[src/hdl/assert_macros.svh]
// ---------------------------------------------------------------------------
// assert_macros.svh
// Assertion macros shared by the RTL. Define SYNTH to compile them out.
// ---------------------------------------------------------------------------
`ifndef ASSERT_MACROS_SVH
`define ASSERT_MACROS_SVH

`ifndef SYNTH
// same-cycle implication
`define ASSERT_IMPLIES(label, clk, rst, ante, cons) \
   label: assert property (@(posedge clk) disable iff (rst) (ante) |-> (cons)) \
      else $error("assertion failed: same-cycle implication");
// next-cycle implication
`define ASSERT_NEXT(label, clk, rst, ante, cons) \
   label: assert property (@(posedge clk) disable iff (rst) (ante) |=> (cons)) \
      else $error("assertion failed: next-cycle implication");
`else
`define ASSERT_IMPLIES(label, clk, rst, ante, cons)
`define ASSERT_NEXT(label, clk, rst, ante, cons)
`endif

`endif

[src/hdl/bwct_pkg.sv]
`timescale 1ns / 1ps
// ---------------------------------------------------------------------------
// bwct_pkg
// Types and constants shared by the block-work datapath.
// ---------------------------------------------------------------------------
package bwct_pkg;

   localparam int WORD_W     = 64;
   localparam int TARGET_W   = 256;
   localparam int COMPACT_W  = 32;
   localparam int MANT_W     = 23;
   localparam int DIV_STEPS  = 256;
   localparam int STEP_CNT_W = $clog2(DIV_STEPS);

   localparam logic [1:0] STATUS_OK       = 2'd0;
   localparam logic [1:0] STATUS_NEGATIVE = 2'd1;
   localparam logic [1:0] STATUS_OVERFLOW = 2'd2;
   localparam logic [1:0] STATUS_ZERO     = 2'd3;

   // one decoded item as it sits in the queue
   typedef struct packed {
      logic [1:0]          status;
      logic [TARGET_W-1:0] target;
   } entry_type;

   typedef struct packed {
      logic      valid;
      entry_type entry;
   } push_type;

   typedef struct packed {
      logic empty;
      logic full;
   } queue_state_type;

endpackage

[src/hdl/bwct_front.sv]
`timescale 1ns / 1ps
// ---------------------------------------------------------------------------
// bwct_front
// Accepts compact words, classifies them and expands the 256-bit target.
// ---------------------------------------------------------------------------
module bwct_front (
   input  logic                           req_valid,
   input  logic [bwct_pkg::COMPACT_W-1:0] req_compact_bits,
   output logic                           req_stall,
   input  bwct_pkg::queue_state_type      q_state,
   output bwct_pkg::push_type             push
);

   logic [7:0]                    size;
   logic                          sign;
   logic [bwct_pkg::MANT_W-1:0]   mant;
   logic [bwct_pkg::MANT_W-1:0]   mant_adj;
   logic [7:0]                    size_m3;
   logic [7:0]                    shift_bits;
   logic                          nz;
   logic                          ovf;
   logic [bwct_pkg::TARGET_W-1:0] target;
   logic [1:0]                    status;

   assign size = req_compact_bits[31:24];
   assign sign = req_compact_bits[23];
   assign mant = req_compact_bits[22:0];

   // small exponents drop whole mantissa bytes off the right
   always_comb begin
      priority if (size == 8'd0) begin
         mant_adj = '0;
      end else if (size == 8'd1) begin
         mant_adj = mant >> 16;
      end else if (size == 8'd2) begin
         mant_adj = mant >> 8;
      end else begin
         mant_adj = mant;
      end
   end

   assign nz  = (mant_adj != '0);
   assign ovf = nz && ((size > 8'd34) ||
                       ((mant_adj > 23'h0000ff) && (size > 8'd33)) ||
                       ((mant_adj > 23'h00ffff) && (size > 8'd32)));

   // byte shift; only meaningful for sizes 4..34
   assign size_m3    = size - 8'd3;
   assign shift_bits = {size_m3[4:0], 3'b000};

   always_comb begin
      if (size <= 8'd3) begin
         target = {{(bwct_pkg::TARGET_W-bwct_pkg::MANT_W){1'b0}}, mant_adj};
      end else begin
         target = {{(bwct_pkg::TARGET_W-bwct_pkg::MANT_W){1'b0}}, mant} << shift_bits;
      end
   end

   always_comb begin
      priority if (nz && sign) begin
         status = bwct_pkg::STATUS_NEGATIVE;
      end else if (ovf) begin
         status = bwct_pkg::STATUS_OVERFLOW;
      end else if (!nz) begin
         status = bwct_pkg::STATUS_ZERO;
      end else begin
         status = bwct_pkg::STATUS_OK;
      end
   end

   assign req_stall           = q_state.full;
   assign push.valid          = req_valid && !q_state.full;
   assign push.entry.status   = status;
   assign push.entry.target   = target;

endmodule

[src/hdl/bwct_queue.sv]
`timescale 1ns / 1ps
// ---------------------------------------------------------------------------
// bwct_queue
// Short FIFO of decoded items between the front and the divider.
// ---------------------------------------------------------------------------
module bwct_queue #(
   parameter int DEPTH = 2   // 2 or more
) (
   input  logic                      clock,
   input  logic                      reset,
   input  bwct_pkg::push_type        push,
   input  logic                      pop,
   output bwct_pkg::entry_type       head,
   output bwct_pkg::queue_state_type q_state
);

   localparam int PTR_W = $clog2(DEPTH);
   localparam int CNT_W = $clog2(DEPTH + 1);

   bwct_pkg::entry_type slot_ff [DEPTH];
   logic [PTR_W-1:0]    wr_ptr_ff, wr_ptr_in;
   logic [PTR_W-1:0]    rd_ptr_ff, rd_ptr_in;
   logic [CNT_W-1:0]    count_ff, count_in;
   logic                do_push, do_pop;

   assign q_state.empty = (count_ff == '0);
   assign q_state.full  = (count_ff == CNT_W'(DEPTH));
   assign do_push       = push.valid && !q_state.full;
   assign do_pop        = pop && !q_state.empty;
   assign head          = slot_ff[rd_ptr_ff];

   always_comb begin
      wr_ptr_in = wr_ptr_ff;
      rd_ptr_in = rd_ptr_ff;
      count_in  = count_ff;
      if (do_push) begin
         wr_ptr_in = (wr_ptr_ff == PTR_W'(DEPTH - 1)) ? '0 : wr_ptr_ff + 1'b1;
      end
      if (do_pop) begin
         rd_ptr_in = (rd_ptr_ff == PTR_W'(DEPTH - 1)) ? '0 : rd_ptr_ff + 1'b1;
      end
      if (do_push && !do_pop) begin
         count_in = count_ff + 1'b1;
      end else if (do_pop && !do_push) begin
         count_in = count_ff - 1'b1;
      end
   end

   always_ff @(posedge clock) begin
      if (reset) begin
         wr_ptr_ff <= '0;
         rd_ptr_ff <= '0;
         count_ff  <= '0;
      end else begin
         wr_ptr_ff <= wr_ptr_in;
         rd_ptr_ff <= rd_ptr_in;
         count_ff  <= count_in;
      end
   end

   always_ff @(posedge clock) begin
      if (do_push) begin
         slot_ff[wr_ptr_ff] <= push.entry;
      end
   end

endmodule

[src/hdl/bwct_back.sv]
`timescale 1ns / 1ps
// ---------------------------------------------------------------------------
// bwct_back
// Restoring radix-2 divide (~t)/(t+1), increment, and the result register.
// ---------------------------------------------------------------------------
module bwct_back (
   input  logic                                 clock,
   input  logic                                 reset,
   input  bwct_pkg::queue_state_type            q_state,
   input  bwct_pkg::entry_type                  head,
   output logic                                 pop,
   output logic                                 rsp_valid,
   input  logic                                 rsp_stall,
   output logic [bwct_pkg::WORD_W-1:0]          rsp_work_word0,
   output logic [bwct_pkg::WORD_W-1:0]          rsp_work_word1,
   output logic [bwct_pkg::WORD_W-1:0]          rsp_work_word2,
   output logic [bwct_pkg::WORD_W-1:0]          rsp_work_word3,
   output logic [1:0]                           rsp_status
);

   localparam int TW = bwct_pkg::TARGET_W;

   typedef enum logic [2:0] {
      ST_IDLE = 3'b001,
      ST_DIV  = 3'b010,
      ST_FIN  = 3'b100
   } back_state_type;

   back_state_type                     state_ff, state_in;
   logic [bwct_pkg::STEP_CNT_W-1:0]    step_ff, step_in;
   logic [TW-1:0]                      target_ff, target_in;
   logic [TW-1:0]                      nq_ff, nq_in;    // numerator out, quotient in
   logic [TW-1:0]                      rem_ff, rem_in;
   logic [1:0]                         status_ff, status_in;
   logic [TW:0]                        rem_sh;
   logic [TW+1:0]                      diff;
   logic                               ge;
   logic [TW-1:0]                      work;
   logic                               out_free, load;
   logic                               rsp_valid_ff, rsp_valid_in;
   logic [TW-1:0]                      work_ff, work_in;
   logic [1:0]                         rsp_status_ff, rsp_status_in;

   // r >= t+1  <=>  r - t - 1 does not go negative
   assign rem_sh = {rem_ff, nq_ff[TW-1]};
   assign diff   = {1'b0, rem_sh} - {2'b00, target_ff} - {{(TW+1){1'b0}}, 1'b1};
   assign ge     = !diff[TW+1];

   assign work     = (status_ff == bwct_pkg::STATUS_OK) ? nq_ff + 1'b1 : '0;
   assign out_free = !rsp_valid_ff || !rsp_stall;
   assign load     = (state_ff == ST_FIN) && out_free;
   assign pop      = (state_ff == ST_IDLE) && !q_state.empty;

   always_comb begin
      state_in  = state_ff;
      step_in   = step_ff;
      target_in = target_ff;
      nq_in     = nq_ff;
      rem_in    = rem_ff;
      status_in = status_ff;
      unique case (state_ff)
         ST_IDLE: begin
            if (pop) begin
               target_in = head.target;
               nq_in     = ~head.target;
               rem_in    = '0;
               status_in = head.status;
               step_in   = '0;
               state_in  = (head.status == bwct_pkg::STATUS_OK) ? ST_DIV : ST_FIN;
            end
         end
         ST_DIV: begin
            rem_in  = ge ? diff[TW-1:0] : rem_sh[TW-1:0];
            nq_in   = {nq_ff[TW-2:0], ge};
            step_in = step_ff + 1'b1;
            if (step_ff == bwct_pkg::STEP_CNT_W'(bwct_pkg::DIV_STEPS - 1)) begin
               state_in = ST_FIN;
            end
         end
         ST_FIN: begin
            if (out_free) begin
               state_in = ST_IDLE;
            end
         end
         default: begin
            state_in = ST_IDLE;
         end
      endcase
   end

   always_comb begin
      rsp_valid_in  = rsp_valid_ff;
      work_in       = work_ff;
      rsp_status_in = rsp_status_ff;
      if (load) begin
         rsp_valid_in  = 1'b1;
         work_in       = work;
         rsp_status_in = status_ff;
      end else if (rsp_valid_ff && !rsp_stall) begin
         rsp_valid_in = 1'b0;
      end
   end

   always_ff @(posedge clock) begin
      if (reset) begin
         state_ff     <= ST_IDLE;
         step_ff      <= '0;
         rsp_valid_ff <= 1'b0;
      end else begin
         state_ff     <= state_in;
         step_ff      <= step_in;
         rsp_valid_ff <= rsp_valid_in;
      end
   end

   always_ff @(posedge clock) begin
      target_ff     <= target_in;
      nq_ff         <= nq_in;
      rem_ff        <= rem_in;
      status_ff     <= status_in;
      work_ff       <= work_in;
      rsp_status_ff <= rsp_status_in;
   end

   assign rsp_valid      = rsp_valid_ff;
   assign rsp_status     = rsp_status_ff;
   assign rsp_work_word0 = work_ff[63:0];
   assign rsp_work_word1 = work_ff[127:64];
   assign rsp_work_word2 = work_ff[191:128];
   assign rsp_work_word3 = work_ff[255:192];

endmodule

[src/hdl/block_work_from_compact_target_top.sv]
`timescale 1ns / 1ps
// ---------------------------------------------------------------------------
// block_work_from_compact_target_top
// Expected block work 2^256/(target+1) from a compact target word.
// ---------------------------------------------------------------------------
// Input channel req_*: one 32-bit compact word per item, taken when
// req_valid is high and req_stall low. Result channel rsp_*: four 64-bit
// work words and a 2-bit status per item, in input order, one per item.
// A front decoder classifies each word and expands the target into a
// short queue; the back end runs a radix-2 restoring divider, one
// quotient bit per cycle for 256 steps, then increments the quotient.
// A valid item occupies the divider through pop, 256 division steps
// and finish; the next item is popped only after that. Negative,
// overflow and zero targets skip the divider and give zero work.
// The front keeps accepting while the queue has room (QUEUE_DEPTH items);
// req_stall rises only when it is full. A stalled result holds in the
// output register while the divider goes on with the next item.
// Reset (synchronous, active high) empties the queue and the output
// register and returns the divider to idle; there is no clearing pass.
// ---------------------------------------------------------------------------
`include "assert_macros.svh"

module block_work_from_compact_target_top #(
   parameter int QUEUE_DEPTH = 2
) (
   input  logic        clock,
   input  logic        reset,
   input  logic        req_valid,
   output logic        req_stall,
   input  logic [31:0] req_compact_bits,
   output logic        rsp_valid,
   input  logic        rsp_stall,
   output logic [63:0] rsp_work_word0,
   output logic [63:0] rsp_work_word1,
   output logic [63:0] rsp_work_word2,
   output logic [63:0] rsp_work_word3,
   output logic [1:0]  rsp_status
);

   bwct_pkg::push_type        push;
   bwct_pkg::entry_type       head;
   bwct_pkg::queue_state_type q_state;
   logic                      pop;
   logic                      rsp_ok;
   logic                      work_zero;

   bwct_front u_front (
      .req_valid        (req_valid),
      .req_compact_bits (req_compact_bits),
      .req_stall        (req_stall),
      .q_state          (q_state),
      .push             (push)
   );

   bwct_queue #(
      .DEPTH (QUEUE_DEPTH)
   ) u_queue (
      .clock   (clock),
      .reset   (reset),
      .push    (push),
      .pop     (pop),
      .head    (head),
      .q_state (q_state)
   );

   bwct_back u_back (
      .clock          (clock),
      .reset          (reset),
      .q_state        (q_state),
      .head           (head),
      .pop            (pop),
      .rsp_valid      (rsp_valid),
      .rsp_stall      (rsp_stall),
      .rsp_work_word0 (rsp_work_word0),
      .rsp_work_word1 (rsp_work_word1),
      .rsp_work_word2 (rsp_work_word2),
      .rsp_work_word3 (rsp_work_word3),
      .rsp_status     (rsp_status)
   );

   assign rsp_ok    = (rsp_status == bwct_pkg::STATUS_OK);
   assign work_zero = (rsp_work_word0 == '0) && (rsp_work_word1 == '0) &&
                      (rsp_work_word2 == '0) && (rsp_work_word3 == '0);

   // rejected targets carry no work
   `ASSERT_IMPLIES(a_err_zero_work, clock, reset, rsp_valid && !rsp_ok, work_zero)
   // a valid target always gives at least one unit of work
   `ASSERT_IMPLIES(a_ok_nonzero_work, clock, reset, rsp_valid && rsp_ok, !work_zero)
   // a full queue must hold off the sender
   `ASSERT_IMPLIES(a_full_stalls, clock, reset, q_state.full, req_stall)
   // queue cannot be empty and full at once
   `ASSERT_IMPLIES(a_queue_flags, clock, reset, q_state.empty, !q_state.full)

endmodule
[config.mk]
export PLATFORM = sky130hd
export DESIGN_NAME = block_work_from_compact_target_top
export DESIGN_NICKNAME = d
export VERILOG_FILES = /design/src/hdl/bwct_pkg.sv /design/src/hdl/bwct_front.sv /design/src/hdl/bwct_queue.sv /design/src/hdl/bwct_back.sv /design/src/hdl/block_work_from_compact_target_top.sv
export VERILOG_INCLUDE_DIRS = /design/src /design/src/hdl
export SDC_FILE = /design/constraint.sdc
export NUM_CORES = 2
export LEC_CHECK = 0
export ABC_AREA = 0
export CELL_PAD_IN_SITES_DETAIL_PLACEMENT = 1
export CELL_PAD_IN_SITES_GLOBAL_PLACEMENT = 1
export CORE_ASPECT_RATIO = 1.1
export CORE_UTILIZATION = 45
export DETAILED_ROUTE_END_ITERATION = 8
export DONT_BUFFER_PORTS = 1
export HOLD_SLACK_MARGIN = 0.12
export MAX_ROUTING_LAYER = met4
export PLACE_DENSITY = 0.82
export SYNTH_ARGS = -nofsm -noshare
export SYNTH_HDL_FRONTEND = slang
export SYNTH_SLANG_ARGS = --single-unit
[constraint.sdc]
create_clock -name clock -period 28.1 [get_ports clock]
set_clock_uncertainty 0.2 [all_clocks]
set_input_delay 1.405 -clock clock [delete_from_list [all_inputs] [get_ports clock]]
set_output_delay 1.405 -clock clock [all_outputs]
set_load 0.005 [all_outputs]
# --- Yosys cells after proc, flatten, opt, wreduce, memory -nomap -nowiden ---
# Memory sizes are Yosys's and may differ from the RTL's. A register that Yosys moved wholly into a read port is not among the register bits.
# Cells that the tools add are included.
op_classes:
  add_sub_neg: 9
  n_lt_le_gt_ge: 6
  n_eq_ne: 10
  shifts: 1
  muxes: 29
  bitwise: 1
  n_reduce_logical: 33
ops:
  columns: ["operator", "count"]
  rows:
  - ["$mux W256", 4]
  - ["$pmux W256 S2", 2]
  - ["$sub A257 B256 Y258", 1]
  - ["$sub A258 B1 Y258 const B", 1]
  - ["$add A256 B1 Y256 const B", 1]
  - ["$not A256 Y256", 1]
  - ["$shl A23 B8 Y256", 1]
  - ["$mux W23", 3]
  - ["$gt A8 B6 Y1 const B", 3]
  - ["$gt A23 B16 Y1 const B", 1]
  - ["$gt A23 B8 Y1 const B", 1]
  - ["$reduce_bool A23 Y1", 1]
  - ["$pmux W8 S2", 1]
  - ["$logic_and A1 B1 Y1", 12]
  - ["$mux W3", 4]
  - ["$mux W2", 5]
  - ["$pmux W3 S3", 1]
  - ["$add A8 B1 Y8 const B", 1]
  - ["$eq A8 B1 Y1 const B", 1]
  - ["$eq A8 B2 Y1 const B", 1]
  - ["$eq A8 B8 Y1 const B", 1]
  - ["$le A8 B2 Y1 const B", 1]
  - ["$logic_not A8 Y1", 1]
  - ["$mux W1", 8]
  - ["other kinds (17)", 32]
totals:
  regBits: 1044
  mem_bits_rw: 516
  in_bits: 36
  output_inout_bits: 260
  memories: 1
memory_table:
  columns: ["memory", "words", "word_bits", "rd", "rd_clocked_by_memory_dff", "wr", "line_no", "text"]
  rows:
  - ["u_queue.slot_ff", 2, 258, 1, 1, 1, "bwct_queue.sv:20", "bwct_pkg::entry_type slot_ff [DEPTH];"]

# --- Logic depth before layout (Yosys ltp) ---
depth:
  word_depth: 11
  mapped_depth: 19
  mapped_depth_nobuf: 18

# --- By module ---
# A second synthesis with hierarchy kept.
hier_totals:
  hier_cells: 8400
  hier_area_um2: 86726.9
modules_own_cells:
  columns: ["module", "instances", "cells_per_inst", "area_per_inst_um2", "seq_area_each_um2"]
  rows:
  - ["bwct_back", 1, 6990, 64041.4, 31109.8]
  - ["bwct_queue", 1, 828, 19685.1, 15595.0]
  - ["bwct_front", 1, 582, 3000.4, 0.0]

# --- Worst setup path before layout ---
# No wires, ideal clock.
synth_timing:
  kind: "in2reg"
  from: "in rsp_stall"
  to: "reg u_back.rsp_status_ff[0] (netlist: u_back.rsp_status[0]), enable pin"
  setup_ps: 964
  t_arrival_ps: 13786
  required_time_ps: 26936
  slack_ps: 13150
  cell_stages: 1
  path_buffers: 0
  cell_sequence: "a21oi_1"
synth_between:
  elab_chain_cells: 3
synth_lines:
  columns: ["element", "line_no", "text"]
  rows:
  - ["start, declared", "block_work_from_compact_target_top.sv:32", "input logic rsp_stall,"]
  - ["$logic_not A1 Y1", "bwct_back.sv:50", "assign out_free = !rsp_valid_ff || !rsp_stall;"]
  - ["$logic_or A1 B1 Y1", "bwct_back.sv:50", null]
  - ["$logic_and A1 B1 Y1", "bwct_back.sv:51", "assign load = (state_ff == ST_FIN) && out_free;"]
  - ["end signal, assigned", "bwct_back.sv:122", "rsp_status_ff <= rsp_status_in;"]
  - ["end, declared", "bwct_back.sv:42", "logic [1:0] rsp_status_ff, rsp_status_in;"]
# No other way between the ends.
# A chain may end at the register's enable or synchronous reset.

# --- Worst setup path after layout ---
layout_timing:
  from: "reg u_back.rem_ff[5]"
  to: "reg u_back.rem_ff[207] (data pin)"
layout_between:
  elab_chain_cells: 4
layout_lines:
  columns: ["element", "line_no", "text"]
  rows:
  - ["start, declared", "bwct_back.sv:33", "logic [TW-1:0] rem_ff, rem_in;"]
  - ["start signal, assigned", "bwct_back.sv:119", "rem_ff <= rem_in;"]
  - ["$sub A257 B256 Y258", "bwct_back.sv:46", "assign diff = {1'b0, rem_sh} - {2'b00, target_ff} - {{(TW+1){1'b0}}, 1'b1};"]
  - ["$sub A258 B1 Y258", "bwct_back.sv:46", null]
  - ["$mux W256", "bwct_back.sv:73", "rem_in = ge ? diff[TW-1:0] : rem_sh[TW-1:0];"]
  - ["$pmux W256 S2", "bwct_back.sv:61", "unique case (state_ff)"]
# No other way between the ends.

==> flow_summary.toml <==
[floorplanning]
die-area_um2 = 189800
die_h_um = 456.8
core-area_um2 = 186500
fp-row-count = 166
initial_core_util = 0.4537
fp.dieW_um = 415.5
io_pins = 296

[finish]
syn_to_final_growth_pct = 9.282
nNetsFinal = 8424
drive_above_1_share = 0.08307
nFillCells = 20310
final_cell_mix = "edfxtp_1, nand2_1, nor2_1"
final_cell_area_um2 = 92480
final_common_cell = "edfxtp_1"

[logic_synthesis]
async_flop_share = 0
yosysUniqueCellTypes = 89
synth_seq_area_share = 0.5519
syn_inst = 8250
synth-warning-count = 0
synth_area_per_cell_um2 = 10.26
synth-seq-cells = 1561
synth_edf_count = 1544
synthesis.area_um2 = 84620
ys.flop_type = "edfxtp_1"
synth_fp_nets = 8550

[clock_network]
cts_buffers = 165
clk_path_buf_depth = 3
cts_sinks = 1561
cts.htree.levels = 4
root_buffer = "clkbuf_16"
cts_tree = "done"
cts_resized = 0
clk_latency_ns = 0.86
cts.clk_slew.worst_paths_ns = 0.06
cts-hold-fix-buffers = 0
cts_setup_buffers = 0

[sta]
final-hold-violation-count = 0
final-max-slew-violation-count = 0
worst_hold_slack_ns = 0.2883
setup_viol = 0
fmax_mhz = 133.9
rsz0062_at_grt = "false"
worst_pin_slew_ns = 1.397
setup_tns_ns = 0
relSlewSlack = 0.06207
fin_crit_ns = 7.469
fin_crit_sh = 0.2658

[global_routing]
antenna_found_initial = 25
grt_pass1_vias = 68250
grt_max_degree = 184
grtUsageTotal = 0.3484
grt_pass1_wl_um = 470000
gr-total-overflow = 0

[critical_path]
critPathTopFamily = "compound AO/OA/AOI/OAI gates"
start_kind = "flop"
crit_type = "flop to flop"
crit_slowest_cell = "nand2_1"
cp.required_ns = 28.62
crit_top_cell = "a2111o_1"
path_buf_inv = 1
critPathMaxStageDelay_ns = 0.73
r2r-start = "u_back.rem_ff[5]"
r2r_setup_slack_ns = 20.63
end_kind = "flop"
arrival_ns = 7.99
crit_chain = "ha_1 -> o21ai_1 -> a21oi_1 -> o2111ai_1 -> or3_1 -> a2111o_1 -> a2111o_1 -> a2111o_1 -> a211oi_2 -> o2111ai_1 -> a21oi_1 -> o31a_4 -> nand2_1 -> buf_4 -> or3_1 -> nand3_1"
crit_path_start = "u_back.rem_ff[5]"
cp_max_fo = 37

[pwr]
p_comb_frac = 0.524
switchingPower_mw = 6.459
powerDensity_nw_per_um2 = 145.1
p_leak_nw = 31.97
clockPowerShare = 0.164
p_total_mw = 13.42
ir_drop_mv = 0.1554
share_seq_of_total_power = 0.311
swShare = 0.4814
p_int_mw = 6.957

[drt]
met1_length_um = 129200
postRouteWirelength_um = 328800
viasPerCell = 6.291
vias = 67420
wl_met2_um = 151000
remaining_drc_errors = 0
wl_per_cell_um = 30.69
top_layer = "met4"
dr_wl_met3_um = 26490
drtPass1Iterations = 6
antenna_left = 0
drt-initial-drc-count = 7769

[place]
placed_area_um2 = 87110
io_buffers = 0
place_congestion = 1.070
dp_hpwl_um = 245800

[flow_run]
drv_cap = 0

[outcome]
status = "completed"

[worst_hold_path]
holdCritPathClass = "flop to flop"
hp-start = "u_back.step_ff[1]"
[worst register-to-register path: cells and delay by family (launching register included)]
kind                       cells  cell delay, ns
adders and majority gates      1            0.44
DFF                            1            0.44
buffers and inverters          1            0.57
and+or+nand+nor                4            1.72
AOI/OAI and AO/OA             10            4.02
[metal layers]
layer | vias up | track usage
met5 | - | -
met4 | 0 | 0.2055
met3 | 744 | 0.06009
met2 | 3093 | 0.5369
met1 | 33970 | 0.4308
li1 | 29610 | -
[synthesized netlist by cell type (77+ instances only)]
library cell / count / area (um2)
edfxtp_1: 1544 / 46360
nand2_1: 1235 / 4636
nor2_1: 850 / 3191
a21oi_1: 760 / 3804
o21ai_0: 654 / 3273
inv_1: 373 / 1400
clkbuf_1: 360 / 1351
mux2_2: 268 / 3018
ha_1: 263 / 3291
xor2_1: 243 / 2128
xnor2_1: 218 / 1909
nand4_1: 200 / 1251
nand3_1: 176 / 880.8
nor3_1: 111 / 555.5
a21o_1: 110 / 825.8
o21bai_1: 87 / 653.1
or3_1: 77 / 481.7
[cell type report]
type | count | area [um2] | share of cell area
Multi-Input combinational cell | 5922 | 35100 | 0.3796
Timing Repair Buffer | 101 | 845.8 | 0.009146
Inverter | 373 | 1408 | 0.01522
Tap cell | 2436 | 3048 | 0.03296
Clock buffer | 204 | 4325 | 0.04677
Antenna cell | 22 | 55.05 | 0.0005953
Clock inverter | 97 | 982.2 | 0.01062
Sequential cell | 1561 | 46710 | 0.5051
[flip-flops by register name (all words and copies together) (netlist names), named ones only]
name and count:
u_back.work_ff 256, u_back.target_ff 256, u_queue.wr_ptr_ff 1, u_back.rsp_valid 1, u_queue.slot_ff 516, u_back.rem_ff 256
u_queue.count_ff 2, u_back.nq_ff 256, u_back.rsp_status 2, u_back.status_ff 2, u_back.state_ff 3, u_queue.rd_ptr_ff 1
u_back.step_ff 8
[logic make-up after synthesis]
| group | share of synthesized area |
|---|---|
| compound gates | 0.1328 |
| xor+xnor | 0.04771 |
| fa+ha+maj | 0.03912 |
| buf+inv | 0.03485 |
| flops | 0.5519 |
| mux | 0.03874 |
| simple gates | 0.1549 |
[metrics by stage]
stage	setup WS [ns]	util	instances
3_5_place_dp	20.77	0.4671	10390
2_1_floorplan	13.15	-	8250
6_report	20.63	0.4958	10720
3_3_place_gp	20.90	0.4670	10390
4_1_cts	20.70	0.4955	10690
5_1_grt	20.48	0.4958	10710
[power by group through the flow]
stage / registers (mW) / logic, mW / clock network, mW
5_1_grt: 4.23 / 7.49 / 2.30
6_report: 4.17 / 7.04 / 2.21
2_1_floorplan: 4.30 / 4.53 / 0
3_3_place_gp: 4.12 / 6.67 / 0
3_5_place_dp: 4.18 / 6.81 / 0
4_1_cts: 4.15 / 6.88 / 2.23
[worst paths after layout]
check / to / cells after the start
setup reg to reg: u_back.rem_ff[207] / 16
hold reg to reg: u_back.step_ff[1] / 2
setup / recovery: u_back.rem_ff[207] / 16
hold / removal: u_back.step_ff[1] / 2
Power figures use the tool's default switching activity.
